==> src/sv/lpcs_pkg.sv <==
// Shared types and codes for the primary link state machine.
package lpcs_pkg;

	localparam int unsigned RetryWidth = 8;

	typedef enum logic [3:0] {
		OP_SEND_CONF     = 4'd0,
		OP_SEND_UNCONF   = 4'd1,
		OP_TX_DONE       = 4'd2,
		OP_ACK           = 4'd3,
		OP_NACK          = 4'd4,
		OP_LINK_STATUS   = 4'd5,
		OP_NOT_SUPPORTED = 4'd6,
		OP_TIMEOUT       = 4'd7,
		OP_FAILURE       = 4'd8
	} opcode_t;

	typedef enum logic [2:0] {
		ST_NOT_RESET = 3'd0,
		ST_RL_TXWAIT = 3'd1,
		ST_CD_TXWAIT = 3'd2,
		ST_RESET     = 3'd3,
		ST_RL_WAIT   = 3'd4,
		ST_CD_WAIT   = 3'd5,
		ST_UN_TX_NR  = 3'd6,
		ST_UN_TX_R   = 3'd7
	} link_state_t;

	typedef enum logic [1:0] {
		FR_NONE   = 2'd0,
		FR_RESET  = 2'd1,
		FR_CONF   = 2'd2,
		FR_UNCONF = 2'd3
	} frame_cmd_t;

	typedef enum logic [1:0] {
		TM_NONE   = 2'd0,
		TM_START  = 2'd1,
		TM_CANCEL = 2'd2
	} timer_cmd_t;

	typedef struct packed {
		logic [3:0] opcode;
		logic       tx_success;
		logic       rcv_buffer_full;
		logic       more_segments;
	} lpcs_event_t;

	typedef struct packed {
		link_state_t           state;
		logic [RetryWidth-1:0] retries_left;
		logic                  write_fcb;
	} lpcs_ctx_t;

	typedef struct packed {
		frame_cmd_t frame_cmd;
		logic       frame_fcb;
		timer_cmd_t timer_cmd;
		logic       result_valid;
		logic       result_ok;
		logic       unexpected;
		lpcs_ctx_t  ctx;
	} lpcs_result_t;

endpackage

==> src/sv/lpcs_step.sv <==
// Next-state and command logic for one link event.
module lpcs_step (
	input  lpcs_pkg::lpcs_event_t              ev,
	input  lpcs_pkg::lpcs_ctx_t                cur,
	input  logic [lpcs_pkg::RetryWidth-1:0]    retry_limit,
	output lpcs_pkg::lpcs_result_t             res
);
	import lpcs_pkg::*;

	logic have_retry;
	logic [RetryWidth-1:0] retry_dec;

	assign have_retry = (cur.retries_left != '0);
	assign retry_dec  = cur.retries_left - RetryWidth'(1);

	always_comb begin
		res              = '0;
		res.frame_cmd    = FR_NONE;
		res.timer_cmd    = TM_NONE;
		res.ctx          = cur;

		unique case (cur.state)
			ST_NOT_RESET, ST_RESET: begin
				if (ev.opcode == OP_SEND_CONF) begin
					res.ctx.retries_left = retry_limit;
					if (cur.state == ST_NOT_RESET) begin
						res.frame_cmd = FR_RESET;
						res.ctx.state = ST_RL_TXWAIT;
					end else begin
						res.frame_cmd = FR_CONF;
						res.frame_fcb = cur.write_fcb;
						res.ctx.state = ST_CD_TXWAIT;
					end
				end else if (ev.opcode == OP_SEND_UNCONF) begin
					res.frame_cmd = FR_UNCONF;
					res.ctx.state = (cur.state == ST_NOT_RESET) ? ST_UN_TX_NR : ST_UN_TX_R;
				end else begin
					res.unexpected = 1'b1;
				end
			end
			ST_RL_TXWAIT, ST_CD_TXWAIT: begin
				if (ev.opcode == OP_TX_DONE) begin
					if (ev.tx_success) begin
						res.timer_cmd = TM_START;
						res.ctx.state = (cur.state == ST_RL_TXWAIT) ? ST_RL_WAIT : ST_CD_WAIT;
					end else begin
						res.result_valid = 1'b1;
						res.ctx.state = (cur.state == ST_RL_TXWAIT) ? ST_NOT_RESET : ST_RESET;
					end
				end else begin
					res.unexpected = 1'b1;
				end
			end
			ST_RL_WAIT: begin
				if (ev.opcode == OP_ACK) begin
					res.ctx.write_fcb = 1'b1;
					res.timer_cmd     = TM_CANCEL;
					res.frame_cmd     = FR_CONF;
					res.frame_fcb     = 1'b1;
					res.ctx.state     = ST_CD_TXWAIT;
				end else if (ev.opcode == OP_TIMEOUT) begin
					if (have_retry) begin
						res.ctx.retries_left = retry_dec;
						res.frame_cmd        = FR_RESET;
						res.ctx.state        = ST_RL_TXWAIT;
					end else begin
						res.result_valid = 1'b1;
						res.ctx.state    = ST_NOT_RESET;
					end
				end else if (ev.opcode == OP_FAILURE) begin
					res.timer_cmd    = TM_CANCEL;
					res.result_valid = 1'b1;
					res.ctx.state    = ST_NOT_RESET;
				end else begin
					res.unexpected = 1'b1;
				end
			end
			ST_CD_WAIT: begin
				if (ev.opcode == OP_ACK) begin
					res.ctx.write_fcb = ~cur.write_fcb;
					res.timer_cmd     = TM_CANCEL;
					if (ev.more_segments) begin
						res.frame_cmd = FR_CONF;
						res.frame_fcb = ~cur.write_fcb;
						res.ctx.state = ST_CD_TXWAIT;
					end else begin
						res.result_valid = 1'b1;
						res.result_ok    = 1'b1;
						res.ctx.state    = ST_RESET;
					end
				end else if (ev.opcode == OP_NACK) begin
					res.timer_cmd = TM_CANCEL;
					if (ev.rcv_buffer_full) begin
						res.result_valid = 1'b1;
						res.ctx.state    = ST_NOT_RESET;
					end else begin
						res.ctx.retries_left = retry_limit;
						res.frame_cmd        = FR_RESET;
						res.ctx.state        = ST_RL_TXWAIT;
					end
				end else if (ev.opcode == OP_TIMEOUT) begin
					if (have_retry) begin
						res.ctx.retries_left = retry_dec;
						res.frame_cmd        = FR_CONF;
						res.frame_fcb        = cur.write_fcb;
						res.ctx.state        = ST_CD_TXWAIT;
					end else begin
						res.result_valid = 1'b1;
						res.ctx.state    = ST_NOT_RESET;
					end
				end else if (ev.opcode == OP_FAILURE) begin
					res.timer_cmd    = TM_CANCEL;
					res.result_valid = 1'b1;
					res.ctx.state    = ST_NOT_RESET;
				end else begin
					res.unexpected = 1'b1;
				end
			end
			ST_UN_TX_NR, ST_UN_TX_R: begin
				if (ev.opcode == OP_TX_DONE) begin
					if (ev.tx_success && ev.more_segments) begin
						res.frame_cmd = FR_UNCONF;
					end else begin
						res.result_valid = 1'b1;
						res.result_ok    = ev.tx_success;
						res.ctx.state = (cur.state == ST_UN_TX_NR) ? ST_NOT_RESET : ST_RESET;
					end
				end else begin
					res.unexpected = 1'b1;
				end
			end
			default: begin
				res.unexpected = 1'b1;
			end
		endcase
	end

endmodule

==> src/sv/link_primary_confirmed_send_fsm.sv <==
// Top level of the primary link state machine: event and result registers and context state.
// This block tracks the primary side of a link layer: it takes one link event per transfer
// (send confirmed, send unconfirmed, transmit done, ack, nack, link status, not supported,
// timeout, failure) and returns exactly one result per event, carrying the frame to queue,
// its frame count bit, a timer command, the outcome of a finished send, an unexpected-event
// flag, the new link state and the remaining retry count. The block sustains one event per
// clock cycle while the result side does not stall; an event passes through the event
// register and then the result register. The link context (state, retry count, frame count
// bit) is updated at the same edge that loads the result register, so the next event already
// sees it. A stall on the result side holds the result register and, if the event register
// is also full, raises in_stall. The retry limit is loaded over the configuration channel,
// which is always ready; it should only be written while no events are in flight. After
// reset the link is not reset, no retries remain, the frame count bit is one and the retry
// limit is zero.
module link_primary_confirmed_send_fsm (
	input  logic                               clk,
	input  logic                               arst_n,
	// configuration channel
	input  logic                               cfg_valid,
	output logic                               cfg_ready,
	input  logic [lpcs_pkg::RetryWidth-1:0]    cfg_data,
	// event channel
	input  logic                               in_valid,
	output logic                               in_stall,
	input  logic [3:0]                         opcode,
	input  logic                               tx_success,
	input  logic                               rcv_buffer_full,
	input  logic                               more_segments,
	// result channel
	output logic                               out_valid,
	input  logic                               out_stall,
	output logic [1:0]                         frame_cmd,
	output logic                               frame_fcb,
	output logic [1:0]                         timer_cmd,
	output logic                               result_valid,
	output logic                               result_ok,
	output logic                               unexpected,
	output logic [2:0]                         link_state,
	output logic [lpcs_pkg::RetryWidth-1:0]    retries_left_out
);
	import lpcs_pkg::*;

	logic [RetryWidth-1:0] retry_limit_q;
	lpcs_ctx_t             ctx_q;

	logic                  valid_s1;
	lpcs_event_t           ev_s1;
	logic                  valid_s2;
	lpcs_result_t          res_s2;

	lpcs_result_t          step_res;
	logic                  adv_s1;
	logic                  take_in;

	// The result register can load whenever it is empty or its content is leaving.
	assign adv_s1    = valid_s1 && (!valid_s2 || !out_stall);
	assign in_stall  = valid_s1 && !adv_s1;
	assign take_in   = in_valid && !in_stall;
	assign cfg_ready = 1'b1;

	lpcs_step u_step (
		.ev          (ev_s1),
		.cur         (ctx_q),
		.retry_limit (retry_limit_q),
		.res         (step_res)
	);

	always_ff @(posedge clk or negedge arst_n) begin
		if (!arst_n) begin
			retry_limit_q      <= '0;
			ctx_q.state        <= ST_NOT_RESET;
			ctx_q.retries_left <= '0;
			ctx_q.write_fcb    <= 1'b1;
			valid_s1           <= 1'b0;
			valid_s2           <= 1'b0;
		end else begin
			if (cfg_valid && cfg_ready) begin
				retry_limit_q <= cfg_data;
			end
			if (take_in) begin
				valid_s1 <= 1'b1;
			end else if (adv_s1) begin
				valid_s1 <= 1'b0;
			end
			if (adv_s1) begin
				valid_s2 <= 1'b1;
				ctx_q    <= step_res.ctx;
			end else if (!out_stall) begin
				valid_s2 <= 1'b0;
			end
		end
	end

	// Payload registers carry no reset; their valid bits qualify them.
	always_ff @(posedge clk) begin
		if (take_in) begin
			ev_s1.opcode          <= opcode;
			ev_s1.tx_success      <= tx_success;
			ev_s1.rcv_buffer_full <= rcv_buffer_full;
			ev_s1.more_segments   <= more_segments;
		end
		if (adv_s1) begin
			res_s2 <= step_res;
		end
	end

	assign out_valid        = valid_s2;
	assign frame_cmd        = res_s2.frame_cmd;
	assign frame_fcb        = res_s2.frame_fcb;
	assign timer_cmd        = res_s2.timer_cmd;
	assign result_valid     = res_s2.result_valid;
	assign result_ok        = res_s2.result_ok;
	assign unexpected       = res_s2.unexpected;
	assign link_state       = res_s2.ctx.state;
	assign retries_left_out = res_s2.ctx.retries_left;

	// An ignored event must leave the link context untouched.
	a_unexpected_keeps_ctx : assert property (@(posedge clk) disable iff (!arst_n)
		(adv_s1 && step_res.unexpected) |=> $stable(ctx_q))
		else $error("unexpected event changed the link context");

	// An ignored event issues no commands and no send result.
	a_unexpected_quiet : assert property (@(posedge clk) disable iff (!arst_n)
		(out_valid && unexpected) |-> (frame_cmd == FR_NONE && timer_cmd == TM_NONE
			&& !result_valid))
		else $error("unexpected event produced a command");

	// The frame count bit is only meaningful with confirmed data.
	a_fcb_only_conf : assert property (@(posedge clk) disable iff (!arst_n)
		(out_valid && frame_fcb) |-> (frame_cmd == FR_CONF))
		else $error("frame count bit set without confirmed data");

	// The reported state of a result is the context the next event starts from.
	a_state_matches_ctx : assert property (@(posedge clk) disable iff (!arst_n)
		$past(adv_s1) |-> (link_state == ctx_q.state
			&& retries_left_out == ctx_q.retries_left))
		else $error("result state differs from link context");

endmodule
==> config.mk <==
export PLATFORM = sky130hd
export DESIGN_NAME = link_primary_confirmed_send_fsm
export DESIGN_NICKNAME = d
export VERILOG_FILES = /design/src/sv/lpcs_pkg.sv /design/src/sv/lpcs_step.sv /design/src/sv/link_primary_confirmed_send_fsm.sv
export SDC_FILE = /design/constraint.sdc
export NUM_CORES = 1
export LEC_CHECK = 0
export ABC_AREA = 1
export BUFFER_PORTS_ARGS = -buffer_cell sky130_fd_sc_hd__buf_2
export CORE_MARGIN = 8
export CORE_UTILIZATION = 50
export DETAILED_ROUTE_END_ITERATION = 8
export PLACE_DENSITY = 0.74
export SYNTH_ARGS = -nofsm -noshare
export SYNTH_HDL_FRONTEND = slang
export SYNTH_SLANG_ARGS = --single-unit
==> constraint.sdc <==
create_clock -name clk -period 1.8 [get_ports clk]
set_input_delay 0.27 -clock clk [delete_from_list [all_inputs] [get_ports clk]]
set_output_delay 0.27 -clock clk [all_outputs]
set_load 0.1 [all_outputs]
==> summary.txt <==
Yosys
  – #FFs+latches synth: 48
  – Most used flip-flop cell after synthesis: sky130_fd_sc_hd__edfxtp_1
  – Area leader, netlist: sky130_fd_sc_hd__edfxtp_1
  – Top-count cell post-synth: sky130_fd_sc_hd__nand2_1
  – Mapped Cells: 393
  – Proportion of synthesized flip-flops having asynchronous set or reset: 45.8%
  – Area share of the leading cell type in the synthesized netlist: 26.4%
  – Mux contribution to synthesized area: 2.66%
  – Synthesized-area fraction occupied by and/or/nand/nor cells: 34.4%
  – Average cell area after synthesis: 7.53 µm²
  – Adder-cell share of the synthesized area: 0.846%
  – Area fraction in compound gates after synthesis: 9.73%
  – Largest family of logic cells by synthesized area: simple AND/OR/NAND/NOR gates
  – Synth cell count leaders: sky130_fd_sc_hd__nand2_1, sky130_fd_sc_hd__inv_1, sky130_fd_sc_hd__nand3_1
  – Yosys synthesis warning count: 0
  – Area share of xor/xnor cells in the synthesized design: 0%
  – Synth cell types: 33
  – EDFF count, synth: 26
  – Post-synth net total: 415
  – Netlist Area Pre-Place: 2960 µm²
  – Seq/Total Area, Yosys: 45.0%
  – Most area-consuming cells after synthesis: sky130_fd_sc_hd__edfxtp_1, sky130_fd_sc_hd__nand2_1, sky130_fd_sc_hd__dfrtp_1, sky130_fd_sc_hd__nand3_1, sky130_fd_sc_hd__inv_1

Setup path
  – FF-to-FF path depth: 9
  – Reg2Reg Capture Point: retries_left_out[6]
  – Register-to-register setup slack: 0.08 ns
  – Class of the most critical setup path: flip-flop to flip-flop
  – Startpoint type of the worst setup path: flip-flop
  – Signal arrival time at the worst endpoint: 1.78 ns
  – Reg-to-reg critical path startpoint: ev_s1[6]
  – WP data required: 1.86 ns
  – Kind of end point of the critical path: flip-flop
  – Largest fanout on the critical path: 6

Layout
  – Relative area change from synthesis to final layout: 24.6%
  – Final-layout fill cell count: 535
  – Antenna diode instance count: 0
  – Fraction of layout cells with a size suffix above 1: 28.5%
  – Final non-filler cell total: 545
  – Final layout net count: 491

Timing
  – Unrepaired setup endpoints after global routing: yes
  – Total negative setup slack: 0 ns
  – Total setup violations reported at the end of the flow: 0
  – Max Transition Viols Final: 0
  – Number of failing hold endpoints at the final stage: 0
  – Relative slew slack: 64.7%
  – Crit share post-route: 95.7%
  – Maximum clock frequency: 581 MHz
  – Worst clock skew on the final layout: 0.00870 ns
  – Transition time of the tightest slew-check pin: 0.529 ns
  – Minimum clock period after layout: 1.72 ns

Routing
  – Final antenna-violating net count: 0
  – Total vias in the final route: 2911
  – Vias per cell: 5.34
  – Routed len/inst: 14.4 µm
  – First-pass iteration count of the detailed router: 5
  – Total wire length after detailed routing: 7840 µm
  – Remaining design rule violation count: 0
  – Initial DRC Count: 305

Floorplanning
  – Horizontal die dimension: 92.9 µm
  – Initial core utilization: 50.9%
  – Die footprint: 8640 µm²
  – Top-Level Pins: 42
  – CORE AREA: 5820 µm²
  – Die Y: 92.9 µm
  – Site row count: 28

Clock network
  – Clock latency on the worst-skew pair: 0.31 ns
  – Root buf cell: sky130_fd_sc_hd__clkbuf_8
  – Clock transition at the registers of the reported paths: 0.09 ns
  – Clock tree from TritonCTS: built
  – H-tree level count: 2
  – Maximum count of clock buffers along a single path: 2
  – Total CTS buffers: 5
  – Clock net sink count: 48

Global route
  – Wire length of the first global-routing pass: 13000 µm
  – Combined global-route utilization of all metal layers: 18.6%
  – Via count of the first global-routing pass: 2750
  – Pin count of the biggest net entering global routing: 33
  – Residual overflow from global routing: 0
  – Initial antenna violation count: 0

Placement
  – Final Wtd Congestion: 0.986
  – # placed instances: 529
  – Hpwl dp: 5860 µm
  – Number of I/O port buffers: 40

Min path
  – Hold path startpoint: rcv_buffer_full
  – Kind of path behind the tightest hold check: input pin to flip-flop
  – Hold Crit Depth: 1
  – Capture endpoint of the worst hold path: ev_s1[1]

Pwr
  – Peak supply drop: 864 µV
  – Power density cells: 1490 nW/µm²
  – Leakage power summed over all cells: 1.84 nW

Job
  – Number of violations of the max-capacitance limit: 0

Outcome
  – Outcome: complete, no violations
[where the power goes]
group,internal [mW],switching (mW)
combinational,0.926,2.24
clock,0.275,0.386
sequential,1.49,0.172
total,2.69,2.80
[layout by cell type, fill, tap and decap left out, types with 2 or more instances in the layout]
cell type,netlist,routed
sky130_fd_sc_hd__a21oi_1,7,7
sky130_fd_sc_hd__a22oi_1,7,7
sky130_fd_sc_hd__buf_2,3,41
sky130_fd_sc_hd__buf_4,4,33
sky130_fd_sc_hd__buf_6,0,4
sky130_fd_sc_hd__clkbuf_8,0,5
sky130_fd_sc_hd__clkinvlp_4,0,2
sky130_fd_sc_hd__dfrtp_1,21,19
sky130_fd_sc_hd__edfxtp_1,26,26
sky130_fd_sc_hd__ha_1,2,2
sky130_fd_sc_hd__inv_1,38,34
sky130_fd_sc_hd__inv_2,3,7
sky130_fd_sc_hd__mux2_2,7,7
sky130_fd_sc_hd__nand2_1,148,142
sky130_fd_sc_hd__nand2_2,4,8
sky130_fd_sc_hd__nand2_4,0,2
sky130_fd_sc_hd__nand3_1,35,33
sky130_fd_sc_hd__nand3_2,4,6
sky130_fd_sc_hd__nand4_1,7,7
sky130_fd_sc_hd__nor2_1,30,20
sky130_fd_sc_hd__nor2_2,2,7
sky130_fd_sc_hd__nor2_4,2,7
sky130_fd_sc_hd__nor3_1,2,2
sky130_fd_sc_hd__o2111ai_1,2,2
sky130_fd_sc_hd__o211ai_1,9,9
sky130_fd_sc_hd__o21ai_0,17,17
[repair_timing]
action,in CTS,in global routing
endpoints found under the setup margin,0,24
setup buffers,0,6
endpoints found under the hold margin,21,0
hold buffers,1,0
resized for setup,0,29
[worst max-delay path by stage]
stage / from / endpoint / slack [ns] / cells past startpoint
finish: ev_s1[6] / retries_left_out[6] / 0.08 / 9
floorplan: out_valid / ev_s1[0] / 0.002 / 5
global route: ev_s1[6] / ctx_q[7] / -0.05 / 12
detailed placement: ctx_q[2] / link_state[0] / 0.02 / 9
CTS: ctx_q[2] / link_state[0] / 0.01 / 9
global placement: ctx_q[2] / link_state[0] / 0.07 / 9
[state kept, by name, summed over array words and instances (netlist names)]
register and cells:
ctx_q 12, ev_s1 7, frame_cmd 2, frame_fcb 1, link_state 3, out_valid 1, result_ok 1, result_valid 1
retries_left_out 8, retry_limit_q 8, timer_cmd 2, unexpected 1, valid_s1 1
[metrics by stage]
step	setup WS [ns]	utilization [%]	hold slack, ns	total power, mW	area [µm²]
2_1_floorplan	0.00201	-	-0.0256	3.92	2980
3_3_place_gp	0.0719	59.3	0.291	4.67	3450
3_5_place_dp	0.0247	59.3	0.292	4.68	3450
4_1_cts	0.0148	61.1	0.124	5.35	3550
5_1_grt	-0.0515	63.4	0.112	5.89	3690
6_report	0.0778	63.4	0.124	5.49	3690
[final cells by class]
cell class | instances | area [µm²] | area share (%)
clock inverter | 3 | 23.8 | 0.645
clock buffer | 5 | 68.8 | 1.87
inverter | 42 | 158 | 4.28
sequential | 48 | 1340 | 36.3
multi-input combinational | 293 | 1500 | 40.6
tap | 75 | 93.8 | 2.54
timing repair buffer | 79 | 508 | 13.8
[cells by family (layout without fill, tap and decap cells)]
group | count (synthesis) | in the layout
and+or+nand+nor | 237 | 237
buffers and inverters | 52 | 129
DFF | 48 | 48
AOI/OAI and AO/OA | 46 | 46
muxes | 7 | 7
adders and majority gates | 2 | 2
other | 1 | 1
[layer usage]
| metal | routed length, µm | up-vias | part of all wire, % | global-route usage (%) |
|---|---|---|---|---|
| met5 | 0 | - | 0 | 0 |
| met4 | 178 | 0 | 2.3 | 7.25 |
| met3 | 564 | 16 | 7.2 | 3.24 |
| met2 | 3430 | 136 | 44 | 27.7 |
| met1 | 3660 | 1316 | 47 | 26.2 |
| li1 | - | 1443 | - | - |
[critical path: stages, from the launching register on]
cell and delay, ns:
sky130_fd_sc_hd__edfxtp_1 0.51, sky130_fd_sc_hd__inv_2 0.11, sky130_fd_sc_hd__nand2_2 0.08, sky130_fd_sc_hd__nor2_4 0.17, sky130_fd_sc_hd__buf_6 0.14, sky130_fd_sc_hd__nand2_2 0.07
sky130_fd_sc_hd__o211ai_1 0.17, sky130_fd_sc_hd__nand3_1 0.09, sky130_fd_sc_hd__nand2_1 0.06, sky130_fd_sc_hd__nand2_1 0.06
No activity file was read; power rests on OpenSTA's default activity.
